[src/hdl/knn_pkg.sv]
// Shared types and constants for the k-nearest-neighbor pixel fill block.
package knn_pkg;

  typedef enum logic [1:0] {
    CMD_CLEAR = 2'd0,
    CMD_LOAD  = 2'd1,
    CMD_QUERY = 2'd2,
    CMD_NONE  = 2'd3
  } cmd_e;

  typedef enum logic [3:0] {
    ST_IDLE,
    ST_RD,
    ST_DIST,
    ST_SQRT,
    ST_INS,
    ST_SUM,
    ST_MAXB,
    ST_POW,
    ST_CRD,
    ST_ACC,
    ST_DIV,
    ST_OUT
  } state_e;

  localparam logic [0:0] REG_NEIGHBOR = 1'b0;
  localparam logic [0:0] REG_EXPONENT = 1'b1;

  localparam int unsigned BASE_LIMIT_BITS = 13;
  localparam int unsigned MAX_EXPONENT    = 4;

  // Distance: sqrt of a value with up to 2*12+1+16 bits, so up to 21 result bits.
  localparam int unsigned DIST_BITS  = 26;
  localparam int unsigned RAD_BITS   = 2 * DIST_BITS;
  localparam int unsigned TOT_BITS   = DIST_BITS + 4;
  localparam int unsigned WGT_BITS   = 4 * BASE_LIMIT_BITS;
  localparam int unsigned WSUM_BITS  = WGT_BITS + 4;
  localparam int unsigned ACC_BITS   = WSUM_BITS + 8;

endpackage

[src/hdl/knn_sqrt.sv]
// Bit-serial integer square root, two radicand bits per cycle.
module knn_sqrt (
  input  logic                                 clk_i,
  input  logic                                 rst_ni,
  input  logic                                 start_i,
  input  logic [knn_pkg::RAD_BITS-1:0]         rad_i,
  output logic                                 busy_o,
  output logic [knn_pkg::DIST_BITS-1:0]        root_o
);
  localparam int unsigned RB = knn_pkg::RAD_BITS;
  localparam int unsigned DB = knn_pkg::DIST_BITS;

  logic [RB-1:0]         rem_q, rem_d;
  logic [DB-1:0]         root_q, root_d;
  logic [RB-1:0]         rad_q, rad_d;
  logic [$clog2(DB+1)-1:0] cnt_q, cnt_d;
  logic                  busy_q, busy_d;
  logic [RB-1:0]         trial;
  logic [RB-1:0]         rem_sh;

  always_comb begin
    rem_d  = rem_q;
    root_d = root_q;
    rad_d  = rad_q;
    cnt_d  = cnt_q;
    busy_d = busy_q;
    rem_sh = {rem_q[RB-3:0], rad_q[RB-1 -: 2]};
    trial  = RB'({root_q, 2'b01});
    if (start_i) begin
      rem_d  = '0;
      root_d = '0;
      rad_d  = rad_i;
      cnt_d  = '0;
      busy_d = 1'b1;
    end else if (busy_q) begin
      rad_d = {rad_q[RB-3:0], 2'b00};
      if (rem_sh >= trial) begin
        rem_d  = rem_sh - trial;
        root_d = {root_q[DB-2:0], 1'b1};
      end else begin
        rem_d  = rem_sh;
        root_d = {root_q[DB-2:0], 1'b0};
      end
      cnt_d = cnt_q + 1'b1;
      if (cnt_q == ($clog2(DB+1))'(DB - 1)) begin
        busy_d = 1'b0;
      end
    end
  end

  always_ff @(posedge clk_i or negedge rst_ni) begin
    if (!rst_ni) begin
      busy_q <= 1'b0;
      cnt_q  <= '0;
    end else begin
      busy_q <= busy_d;
      cnt_q  <= cnt_d;
    end
  end

  always_ff @(posedge clk_i) begin
    rem_q  <= rem_d;
    root_q <= root_d;
    rad_q  <= rad_d;
  end

  assign busy_o = busy_q;
  assign root_o = root_q;
endmodule

[config.mk]
export PLATFORM = sky130hd
export DESIGN_NAME = knn_sqrt
export DESIGN_NICKNAME = d
export VERILOG_FILES = /design/src/hdl/knn_pkg.sv /design/src/hdl/knn_sqrt.sv
export SDC_FILE = /design/constraint.sdc
export NUM_CORES = 1
export LEC_CHECK = 0
export ABC_AREA = 1
export BUFFER_PORTS_ARGS = -buffer_cell sky130_fd_sc_hd__buf_2
export CAP_MARGIN = 20
export CORE_UTILIZATION = 40
export CTS_CLUSTER_DIAMETER = 120
export DETAILED_ROUTE_END_ITERATION = 7
export GPL_ROUTABILITY_DRIVEN = 0
export GPL_TIMING_DRIVEN = 0
export MAX_ROUTING_LAYER = met4
export PLACE_DENSITY = 0.6
export SYNTH_ARGS = -nofsm -noshare
export SYNTH_HDL_FRONTEND = slang
export SYNTH_SLANG_ARGS = --single-unit
[constraint.sdc]
create_clock -name clk_i -period 4.5 [get_ports clk_i]
set_clock_uncertainty 0.2 [all_clocks]
set_input_delay 0.45 -clock clk_i [delete_from_list [all_inputs] [get_ports clk_i]]
set_output_delay 0.45 -clock clk_i [all_outputs]
set_load 0.02 [all_outputs]
==> summary.md <==
| Metric | Value |
|---|---|
| Post-synthesis mux area share | 0 |
| Slew @ Worst Pin | approximately 0.8 ns |
| Sequential share of power | 0.235 |
| Slowest-stage cell, CP | nor2_1 |
| Main combinational cell family by area after synthesis | simple AND/OR/NAND/NOR gates |
| Drt wl/cell | between 10 and 15 µm |
| # fillers | approximately 2200 |
| Mean post-synth cell area | around 6.4 µm² |
| Critical Path RT | between 4 and 5 ns |
| Post-synth EDFFs | 52 |
| Worst Setup End Kind | register |
| Worst Path Max Fanout | slightly above 60 |
| Worst min path class | in2reg |
| Status | completed |
| Final Net Count | ~1500 |
| Setup Total Neg Slack | 0 ns |
| Final setup viols | 0 |
| Die height | ~150 µm |
| Io pins | 82 |
| Router iterations before antenna repair | 5 |
| Crit path launch type | register |
| Reg clk slew, reported paths | 0.06 ns |
| CTS H-tree depth | 4 |
| Port buffer count | 81 |
| GRT overflow | 0 |
| Synth Area in Compound Gates | 0.07563 |
| CP Class | reg2reg |
| RSZ-0062 raised after global routing | no |
| Clock Sinks | 134 |
| Global-route wire length before repair | 40.23 mm |
| Switch share | 0.4962 |
| P_leak | about 5.3 nW |
| CTS buffer count | 17 |
| Row cnt | 53 |
| Crit share post-route | 0.6709 |
| Hold WS | around 0.070 ns |
| HPWL Detailed | about 20 mm |
| Combinational share of power | 0.558 |
| Share of cells above drive strength 1 | 0.1013 |
| Area of the multi-input gates | 0.004342 mm² |
| PD cells | about 730 mW/mm² |
| Largest net degree at the start of global routing | just over 60 |
| Slew Limit Fails | 0 |
| Reg area | 0.003233 mm² |
| Initial DRC Count | between 600 and 700 |
| CP max stage delay | a little over 0.6 ns |
| Post-cts resize count | 0 |
| P&R area growth vs syn | 16.21% |
| Via count | approximately 8500 |
| Unique masters post-synth | 33 |
| CTS tree | done |
| Crit path DAT | between 3 and 4 ns |
| P_int | 0.003687 W |
| Vias per cell | around 4.9 |
| Post-synth top cells | nand2_1, inv_1, nor2_1 |
| Core area | around 0.021 mm² |
| Vias in the first global route | roughly 7900 |
| Rel. slew slack | 0.4558 |
| Clk root buf | clkbuf_16 |
| Clock insertion delay at the later pin of the skew report | between 0.4 and 0.5 ns |
| Die area | 0.02205 mm² |
| Sw Pwr | between 0.003 and 0.004 W |
| Post-Synth Adder-Cell Area | 0.04372 |
| Synth Warn # | 0 |
| Top achievable clock speed | between 0.3 and 0.4 GHz |
| Initial antenna violation count | 0 |
| DRC violations left | 0 |
| Post-Syn Nets | about 1400 |
| Syn Inst Count | around 1300 |
| Synthesized area | 0.008586 mm² |
| Top-count cell post-synth | nand2_1 |
| Antenna fix cells | 0 |
| VDD IR-drop max | ~0.00033 V |
| Synth area leaders | nand2_1, edfxtp_1, dfxtp_1 |
| XOR/XNOR share of the synthesized area | 0.02346 |
| Clock group share of total power | 0.206 |
| Antenna Nets Post-Route | 0 |
| Initial core utilization | 0.4084 |
| Top-area cell type share of the netlist area | 0.2501 |
| Async set or reset register ratio after synthesis | 0.04478 |
| Fin crit period | 3.019 ns |
| Number of synthesized register bits | between 100 and 150 |
| Die width | around 150 µm |
| Clock buffer depth | 2 |
| Total Wirelength | 25.29 mm |
| CP Cell Sequence | clkbuf_1 -> nor2_1 -> clkinv_1 -> clkbuf_4 -> o22ai_1 |
| Post-synthesis simple-gate area fraction | 0.3629 |
| Max cap viols | 0 |
| Sequential-to-total area share from yosys stat | 0.3766 |
| Ys flop type | dfxtp_1 |
| Final hold vios | 0 |
| Synth area leader | nand2_1 |
| GRT Total Usage | 0.2466 |
[registers in the layout (all words and copies together), names as in the netlist]
signal  flops
rad_q      52
rem_q      50
root_o     26
cnt_q       5
busy_o      1
[layout make-up]
| cell class | count | area share |
|---|---|---|
| plain buffers | 35 | 0.01894 |
| clock buffers | 17 | 0.04264 |
| clock inverters | 15 | 0.02032 |
| inverters | 220 | 0.08277 |
| multi-input cells | 948 | 0.4352 |
| flip-flops and latches | 134 | 0.3241 |
| well taps | 275 | 0.03449 |
| repair buffers | 82 | 0.04164 |
[stage by stage]
stage	util	instances	area (µm²)	worst slack [ns]	power (W)
floorplan	-	1337	8586	1.269	0.004679
global placement	0.4441	1693	9335	0.3210	0.005696
detailed placement	0.4443	1693	9339	1.512	0.005727
CTS	0.4746	1726	9977	1.456	0.007259
global route	0.4746	1726	9977	1.347	0.007916
finish	0.4746	1726	9977	1.481	0.007317
[critical path, delay by kind of cell, from the launching register on]
family	cells	cell delay (ns)
buffers and inverters	3	1.35
flip-flops	1	0.37
AND/OR/NAND/NOR	1	0.62
AO/OA/AOI/OAI	1	0.34
[metal layers]
metal | GRT usage | vias up | routed length (µm)
met2 | 0.3855 | 286 | 11040
met3 | 0.04264 | 55 | 1651
met1 | 0.3176 | 3770 | 11840
met4 | 0.09278 | 0 | 761
li1 | - | 4353 | -
met5 | - | - | 0
[power by group through the flow]
stage	sequential, W	combinational (W)	clock (W)
global route	0.00175	0.00459	0.00158
finish	0.00172	0.00409	0.00151
floorplan	0.00168	0.00300	0
global placement	0.00173	0.00396	0
CTS	0.00172	0.00402	0.00152
detailed placement	0.00174	0.00399	0
[worst paths after layout]
kind	slack (ns)	endpoint	cells after the start	startpoint
setup reg to reg	1.48	root_o[24]$_SDFFE_PP0P_	5	busy_o$_DFF_PN0_
hold reg to reg	0.27	rem_q[21]$_SDFFE_PP0P_	2	rem_q[21]$_SDFFE_PP0P_
max in group asynchronous	3.80	busy_o$_DFF_PN0_	2	rst_ni
setup / recovery	1.48	root_o[24]$_SDFFE_PP0P_	5	busy_o$_DFF_PN0_
hold / removal	0.07	rad_q[1]$_SDFFCE_PN0P_	3	rad_i[1]
min in group asynchronous	0.16	cnt_q[4]$_DFFE_PN0P_	2	rst_ni
[placed cells by master, fill, tap and decap left out, drive strengths merged]
cell         Yosys  final
a21oi           37     37
clkinv           2      5
o21ai           59     59
nand2          577    577
dfrtp            6      6
buf             13     94
nand3           65     65
o22ai           26     26
clkinvlp         0      1
nand4           16     16
nand3b           3      3
xnor2            8      8
and2             1      1
dfxtp           76     76
xor2            15     15
bufinv           0      2
edfxtp          52     52
dlygate4sd3      0      1
inv            218    227
nor3            16     16
a31oi            1      1
or2              1      1
clkbuf          22     39
ha              30     30
nor2            93     93
[cell families (layout without fill, tap and decap cells)]
logic type	after synthesis	in the layout
xor+xnor	23	23
fa+ha+maj	30	30
simple gates	772	772
buf+inv	255	369
flops	134	134
compound gates	123	123
[repair_timing]
| item | in CTS | in global routing |
|---|---|---|
| endpoints found under the hold margin | 6 | 0 |
| buffers inserted | 0 | 0 |
| hold buffers | 1 | 0 |
(Power assumes the default switching activity.)
