`src/hdl/knn_pkg.sv`:
```
// Shared types and constants for the k-nearest-neighbor pixel fill block.
package knn_pkg;

  typedef enum logic [1:0] {
    CMD_CLEAR = 2'd0,
    CMD_LOAD  = 2'd1,
    CMD_QUERY = 2'd2,
    CMD_NONE  = 2'd3
  } cmd_e;

  typedef enum logic [3:0] {
    ST_IDLE,
    ST_RD,
    ST_DIST,
    ST_SQRT,
    ST_INS,
    ST_SUM,
    ST_MAXB,
    ST_POW,
    ST_CRD,
    ST_ACC,
    ST_DIV,
    ST_OUT
  } state_e;

  localparam logic [0:0] REG_NEIGHBOR = 1'b0;
  localparam logic [0:0] REG_EXPONENT = 1'b1;

  localparam int unsigned BASE_LIMIT_BITS = 13;
  localparam int unsigned MAX_EXPONENT    = 4;

  // Distance: sqrt of a value with up to 2*12+1+16 bits, so up to 21 result bits.
  localparam int unsigned DIST_BITS  = 26;
  localparam int unsigned RAD_BITS   = 2 * DIST_BITS;
  localparam int unsigned TOT_BITS   = DIST_BITS + 4;
  localparam int unsigned WGT_BITS   = 4 * BASE_LIMIT_BITS;
  localparam int unsigned WSUM_BITS  = WGT_BITS + 4;
  localparam int unsigned ACC_BITS   = WSUM_BITS + 8;

endpackage

```
`src/hdl/knn_div.sv`:
```
// Restoring divider, one quotient bit per cycle, with half-up rounding.
module knn_div (
  input  logic                               clk_i,
  input  logic                               rst_ni,
  input  logic                               start_i,
  input  logic [knn_pkg::ACC_BITS-1:0]       num_i,
  input  logic [knn_pkg::WSUM_BITS-1:0]      den_i,
  output logic                               busy_o,
  output logic [7:0]                         quo_o
);
  localparam int unsigned AB = knn_pkg::ACC_BITS;
  localparam int unsigned WB = knn_pkg::WSUM_BITS;

  logic [AB-1:0]           num_q;
  logic [AB-1:0]           quo_q;
  logic [WB:0]             rem_q;
  logic [WB-1:0]           den_q;
  logic [$clog2(AB+1)-1:0] cnt_q;
  logic                    busy_q;
  logic [WB:0]             rem_sh;
  logic [WB+1:0]           twice;
  logic [AB:0]             rq;

  assign rem_sh = {rem_q[WB-1:0], num_q[AB-1]};

  always_ff @(posedge clk_i or negedge rst_ni) begin
    if (!rst_ni) begin
      busy_q <= 1'b0;
      cnt_q  <= '0;
    end else if (start_i) begin
      busy_q <= 1'b1;
      cnt_q  <= '0;
    end else if (busy_q) begin
      cnt_q <= cnt_q + 1'b1;
      if (cnt_q == ($clog2(AB+1))'(AB - 1)) begin
        busy_q <= 1'b0;
      end
    end
  end

  always_ff @(posedge clk_i) begin
    if (start_i) begin
      num_q <= num_i;
      den_q <= den_i;
      rem_q <= '0;
      quo_q <= '0;
    end else if (busy_q) begin
      num_q <= {num_q[AB-2:0], 1'b0};
      if (rem_sh >= {1'b0, den_q}) begin
        rem_q <= rem_sh - {1'b0, den_q};
        quo_q <= {quo_q[AB-2:0], 1'b1};
      end else begin
        rem_q <= rem_sh;
        quo_q <= {quo_q[AB-2:0], 1'b0};
      end
    end
  end

  always_comb begin
    twice = {rem_q, 1'b0};
    rq    = {1'b0, quo_q} + ((twice >= {2'b00, den_q}) ? (AB+1)'(1) : '0);
    quo_o = (rq > (AB+1)'(255)) ? 8'hFF : rq[7:0];
  end

  assign busy_o = busy_q;
endmodule

```
`config.mk`:
```
export PLATFORM = sky130hd
export DESIGN_NAME = knn_div
export DESIGN_NICKNAME = d
export VERILOG_FILES = /design/src/hdl/knn_pkg.sv /design/src/hdl/knn_div.sv
export SDC_FILE = /design/constraint.sdc
export NUM_CORES = 1
export LEC_CHECK = 0
export BUFFER_PORTS_ARGS = -buffer_cell sky130_fd_sc_hd__clkbuf_2
export CAP_MARGIN = 15
export CORE_MARGIN = 4
export CORE_UTILIZATION = 48
export DETAILED_ROUTE_END_ITERATION = 10
export MAX_ROUTING_LAYER = met4
export PLACE_DENSITY = 0.69
export RECOVER_POWER = 25
export REMOVE_ABC_BUFFERS = 1
export SLEW_MARGIN = 30
export SYNTH_ARGS = -nofsm -noshare
export SYNTH_HDL_FRONTEND = slang
export SYNTH_SLANG_ARGS = --single-unit
```
`constraint.sdc`:
```
create_clock -name clk_i -period 5.3 [get_ports clk_i]
set_input_delay 1.06 -clock clk_i [delete_from_list [all_inputs] [get_ports clk_i]]
set_output_delay 1.06 -clock clk_i [all_outputs]
set_load 0.02 [all_outputs]
```
==> results of run 1 <==
==> final cells by class <==
cell class,instances,area (µm²)
fill,2661,11900
timing repair buffer,306,2060
clock inverter,9,91.3
inverter,77,289
multi-input combinational,1181,8120
clock buffer,43,817
sequential,249,6230
tap,390,488
==> stage by stage <==
step | hold slack [ns] | setup slack, ns | utilization (%) | total power (W)
floorplan | 0.439 | -1.18 | - | 0.00273
global placement | 0.455 | -0.175 | 56.2 | 0.00311
detailed placement | 0.463 | -0.357 | 56.2 | 0.00312
CTS | 0.308 | -0.716 | 60.0 | 0.00506
global route | 0.403 | -0.873 | 60.4 | 0.00525
finish | 0.407 | -0.580 | 60.4 | 0.00501
==> final timing paths <==
| kind | startpoint | endpoint | slack, ns | depth (start not counted) |
|---|---|---|---|---|
| max in group asynchronous | rst_ni | busy_o | 4.55 | 1 |
| worst max register to register | den_q[1] | rem_q[24] | 1.34 | 14 |
| worst max-delay path | den_q[35] | quo_o[0] | -0.58 | 24 |
| min in group clk_i | rem_q[56] | rem_q[56] | 0.50 | 2 |
| worst min-delay path | rst_ni | cnt_q[3] | 0.41 | 1 |
| worst min register to register | rem_q[56] | rem_q[56] | 0.50 | 2 |
==> routing by layer <==
metal	routed length (µm)	share of wire, %	vias up
met5	0	0	-
met4	1200	3.1	0
met3	1900	5.0	72
met2	18500	48	288
met1	16800	44	5982
li1	-	-	6282
==> power groups by stage <==
stage | clock network [W] | logic, W | registers (W)
global route | 0.00202 | 0.00102 | 0.00221
detailed placement | 0 | 0.000891 | 0.00223
global placement | 0 | 0.000879 | 0.00223
floorplan | 0 | 0.000509 | 0.00222
finish | 0.00188 | 0.000930 | 0.00220
CTS | 0.00194 | 0.000918 | 0.00220
==> state kept, by name (all words and copies together) (netlist names) <==
register  flops
busy_o        1
cnt_q         7
den_q        56
num_q        64
quo_q        64
rem_q        57
==> kinds of logic (layout without fill, tap and decap cells) <==
family,Yosys count,after routing
adder cells (fa/ha/maj),60,60
AO/OA/AOI/OAI,374,374
buffers and inverters,172,435
flip-flops,249,249
XOR/XNOR,77,77
AND/OR/NAND/NOR,525,525
multiplexers,145,145
==> cell usage after synthesis (6+ instances only) <==
master / n / area [µm²]
a211oi_1: 45 / 338
a21o_1: 26 / 195
a21oi_1: 129 / 646
a31oi_1: 9 / 56.3
and2_1: 11 / 68.8
and3_1: 22 / 138
buf_2: 13 / 65.1
clkbuf_1: 70 / 263
dfrtp_1: 8 / 200
dfxtp_1: 121 / 2420
edfxtp_1: 120 / 3600
ha_1: 59 / 738
inv_1: 77 / 289
mux2_2: 67 / 754
mux2i_1: 78 / 781
nand2_1: 117 / 439
nand2b_1: 9 / 56.3
nand3_1: 36 / 180
nand4_1: 41 / 257
nor2_1: 192 / 721
nor2b_1: 11 / 68.8
nor3_1: 27 / 135
nor4_1: 13 / 81.3
o211ai_1: 8 / 60.1
o21a_1: 6 / 45.0
o21ai_0: 77 / 385
o21bai_1: 11 / 82.6
o22ai_1: 7 / 43.8
o31ai_1: 8 / 60.1
or3_1: 13 / 81.3
xnor2_1: 37 / 324
xor2_1: 40 / 350
==> repair_timing <==
| action | CTS | global route |
|---|---|---|
| buffers inserted | 5 | 0 |
| resized for setup | 47 | 41 |
| setup endpoints to repair | 8 | 8 |
| pin swaps | 15 | 10 |
==> metrics, run 1 <==
status finished, violations left; violated checks max-capacitance violations, max-slew violations, negative setup slack; nets approximately 2000; synth-to-layout area growth 22.6%; Syn. warnings 0; kind of critical path reg -> out; asr flop ratio synth under 10%; PortBufs approximately 130; dpl cell area between 15000 and 20000 µm²; GRT Overall Usage a little under a quarter; vias per cell ~5.6; critical path launch point type register; Initial Utilization 49.3%; slowest stage cell, crit path edfxtp_1; first-pass GRT wire length ~62 mm; clk_lat worst skew between 0.5 and 0.6 ns; DRC Markers 0; worst slew pin tran between 3 and 4 ns; Leak between 8 and 9 nW; die width ~180 µm; CP Capture Type output pin; CTS Buf Count 28; critical path's top delay family simple AND/OR/NAND/NOR gates; CTS tree yes; fin cells approximately 2300; DR iter-0 viols approximately 730; Avg WL per Cell 17.0 µm; vias in the first global route approximately 12000; Sw Ratio 26.0%; M1 GR Usage 29.2%; WP buf/inv 5; commonest non-fill, non-tap cells in the layout 188 x nor2_1, 169 x buf_4, 122 x a21oi_1; Yosys reg bits 249; crit path max fanout 8; routed via count 12600; pin count of the biggest net entering global routing 85; post-synthesis adder-cell area fraction between 5 and 6%; Max Cap Viol 1; switching power 0.00130 W; gpl congestion between 0.9 and 1; critical path arrival roughly 4.8 ns; XOR/XNOR share of the synthesized area between 4 and 5%; Cell Int Power 0.00370 W; placed insts 2198; Hold Fails Final Rpt 0; CTS root buf clkbuf_16; # H-tree levels 1; Final ANT Viol Nets 0; largest family of logic cells by synthesized area simple AND/OR/NAND/NOR gates; register area share after synthesis between 40% and 50%; final slew viol count 85; die area between 30000 and 40000 µm²; synthesized cell area about 15000 µm²; Clk pwr share a little under two fifths; Cell Pwr Density 277 nW/µm²; skew final about 0.013 ns; clk slew on worst S/H paths around 0.06 ns; met3 Track Usage GR 3.53%; setup ws final -0.580 ns; grt met2 use approximately two fifths; # diodes 0; mux share of post-synthesis cell area 10.4%; commonest non-fill, non-tap cell in the layout nor2_1; Final setup viols 50; Max Clock Freq approximately 170 MHz; CP Cell Sequence inv_2 -> ha_4 -> buf_6 -> a21oi_4 -> nor2_2 -> nor2_2 -> o21ai_1 -> a21oi_2 -> nor4_1 -> nor4_1 -> nand3_1 -> a21o_1 -> ha_4 -> and3_2 -> buf_4 -> a311o_1 -> o21ai_0 -> nand4_1 -> a211oi_2 -> nand4_1 -> nor4_4 -> buf_6 -> nand2b_1 -> clkbuf_8; complex-gate fraction of the synthesized area 15.8%; hold buffer count at CTS 0; unrepaired setup endpoints after global routing yes; I/O pin count 132; Detailed Place HPWL between 20 and 30 mm; min Tclk post-route about 5.9 ns; Post-synth EDFFs 120; Seq pwr share between 40% and 50%; CTS Sinks 249; Tightest Hold Check Type in -> async; setup TNS -5.38 ns; Tcrit/Tclk final 111%; relative slew slack -137%; worst ir drop on vdd 0.289 mV; drt first pass iters 5; main flop type after synthesis dfxtp_1; row count 63; Core Region approximately 30000 µm²; max incr delay on CP 0.38 ns; layout cell share with drive strength beyond 1 25.6%; Syn Inst Count approximately 1600; total grt overflow 0; Die Y 183 µm; Most Crowded Layer GR met2; Mean Syn Cell Area approximately 9.2 µm²; Synth cell types 74; CTS max path bufs 3; total wire length between 30 and 40 mm; Simple-Gate Fraction of Synth Area ~17%; Finished Cell Area 18100 µm²; initial antenna violation count 0; worst path required time about 4.2 ns; Logic pwr share 18.6%
No activity file was read; power rests on OpenSTA's default activity.
==> inputs of run 2 (changes only) <==
Settings changed: BUFFER_PORTS_ARGS -buffer_cell sky130_fd_sc_hd__clkbuf_2 to default, DONT_BUFFER_PORTS from default to 1, PLACE_DENSITY 0.69 to 0.65.
==> run 2 against run 1 <==
The run ends with negative setup slack left; hold slack worse by 0.22 ns; power is 0.43% higher; wire length is 3.6% lower; critical path type unchanged; largest cell class unchanged.
==> metrics, run 2 (same netlist as run 1, synthesis figures left out) <==
routed via count 12000 (-5.1%); initial antenna violation count 1 (+1); worst slack, placed -0.325 ns (+0.0322 ns); unrepaired setup endpoints after global routing yes; first-pass GRT wire length 59.7 mm (-3.8%); synth-to-layout area growth 18.3%; dpl cell area 16000 µm² (-4.6%); die area 33600 µm² (unchanged); Final setup viols 8 (-84%); clk_lat worst skew 0.56 ns (about the same); Hold Fails Final Rpt 0 (unchanged); total power 0.00503 W (+0.43%); # H-tree levels 1 (unchanged); DRC Markers 0 (unchanged); final slew viol count 0 (-100%); skew final 0.0122 ns (-0.00121 ns); CTS Buf Count 28 (unchanged); CP Cell Sequence inv_2 -> ha_4 -> a21o_1 -> nor2_2 -> o21ai_2 -> a21oi_2 -> nor4_2 -> nor4_1 -> nand3_1 -> a21o_1 -> ha_2 -> ha_4 -> and2_4 -> buf_8 -> buf_4 -> and3_4 -> a211oi_1 -> a41oi_1 -> nor2_1 -> nand4_1 -> nor4_4 -> buf_6 -> nand2_2 -> buf_6; Tightest Hold Check Type in -> async; CTS Sinks 249 (unchanged); gpl congestion 0.941 (+0.21%); Die Y 183 µm (unchanged); worst slew pin tran 0.885 ns (-2.67 ns); critical path launch point type register; pin count of the biggest net entering global routing 236 (+180%); commonest non-fill, non-tap cell in the layout nor2_1; Initial Utilization 49.3% (unchanged); hold buffer count at CTS 0 (unchanged); DR iter-0 viols 846 (+16%); clk slew on worst S/H paths 0.06 ns (about the same); violated checks negative setup slack; die width 183 µm (unchanged); Final ANT Viol Nets 0 (unchanged); worst path required time 4.24 ns (about the same); Cell Pwr Density 288 nW/µm² (+4.0%); status finished, violations left; largest registers num_q x64, quo_q x64, rem_q x57; worst ir drop on vdd 0.346 mV (+19%); Tcrit/Tclk final 112% (+1.1 points); setup ws final -0.639 ns (-0.0590 ns); Finished Cell Area 17500 µm² (-3.5%); I/O pin count 132 (unchanged); Max Clock Freq 168 MHz (-0.99%); row count 63 (unchanged); layout cell share with drive strength beyond 1 21.2% (-4.4 points); CTS max path bufs 3 (unchanged); nets 1879 (-7.3%); commonest non-fill, non-tap cells in the layout 189 x nor2_1, 146 x buf_4, 124 x a21oi_1; total grt overflow 0 (unchanged); GRT Overall Usage 21.9% (-1.0 points); Leak 7.46 nW (-7.0%); PortBufs 0 (-100%); kind of critical path reg -> out; vias in the first global route 11800 (-4.4%); max incr delay on CP 0.39 ns (about the same); drt first pass iters 5 (unchanged); Core Region 30000 µm² (unchanged); relative slew slack 41.0% (+180 points); Max Cap Viol 0 (-1); CP Capture Type output pin; CTS tree yes; Avg WL per Cell 17.5 µm (+3.0%); CTS root buf clkbuf_16; total wire length 37.0 mm (-3.6%); min Tclk post-route 5.94 ns (+0.0590 ns); Detailed Place HPWL 26.5 mm (-5.3%); vias per cell 5.68 (+1.4%); placed insts 2050 (-6.7%); fin cells 2110 (-6.4%); crit path max fanout 10 (+2); critical path arrival 4.88 ns (+0.06 ns); slowest stage cell, crit path edfxtp_1
## run 2: cell types whose count changed in the layout (fill, tap and decap cells not counted), moves of 5 or more
cell      delta
clkbuf_2   -111
buf_4       -23
clkbuf_1    -14
ha_1         -7
ha_2         +5
clkbuf_8     -6
## run 2: per-stage QoR
| stage | utilization [%] | hold slack, ns | setup TNS [ns] |
|---|---|---|---|
| CTS | 57.5 | 0.165 | -5.76 |
| floorplan | - | 0.439 | -78.30 |
| finish | 58.3 | 0.191 | -5.01 |
| global route | 58.3 | 0.161 | -6.87 |
| detailed placement | 53.6 | 0.454 | -2.39 |
| global placement | 53.6 | 0.454 | -1.75 |
## run 2: final timing paths
path	cells past startpoint	from	slack, ns	end
setup / recovery	24	den_q[37]	-0.64	quo_o[3]
hold / removal	0	rst_ni	0.19	cnt_q[6]
setup reg to reg	14	den_q[1]	1.48	rem_q[9]
hold reg to reg	2	quo_q[0]	0.47	quo_q[0]
max in group asynchronous	0	rst_ni	5.02	busy_o
min in group clk_i	2	quo_q[0]	0.47	quo_q[0]
## run 2: timing repair
item / in CTS / in global routing
gates resized for setup: 49 / 40
pin swaps: 18 / 13
setup endpoints to repair: 8 / 8
cloned: 0 / 0
buffers inserted: 4 / 2
## run 2: layout make-up
cell class              instances  area [µm²]
clock inverters                17         224
multi-input cells            1181        8230
repair buffers                159        1260
inverters                      77         289
well taps                     390         488
diodes                          2        5.00
clock buffers                  35         737
fillers                      2627       12500
flip-flops and latches        249        6230
## run 2: power breakdown
part           leakage [nW]  switching [W]  total (W)  internal, W
Clock                 0.458       0.000804    0.00199      0.00119
Combinational          4.69       0.000432   0.000834     0.000402
Sequential             2.31      0.0000518    0.00220      0.00215
## run 2: critical path: cells and delay by family (launching register included)
kind | cells | cell delay, ns
flip-flops | 1 | 0.39
buffers and inverters | 5 | 0.69
AND/OR/NAND/NOR | 10 | 1.70
adder cells (fa/ha/maj) | 3 | 0.57
AO/OA/AOI/OAI | 6 | 0.97
## run 2: metal layers
metal  vias up  GRT usage [%]  part of all wire (%)
met4         0           5.39                   2.2
met1      5698           28.5                    45
li1       5980              -                     -
met2       249           36.0                    48
met3        49           3.63                   4.6
met5         -              -                     0
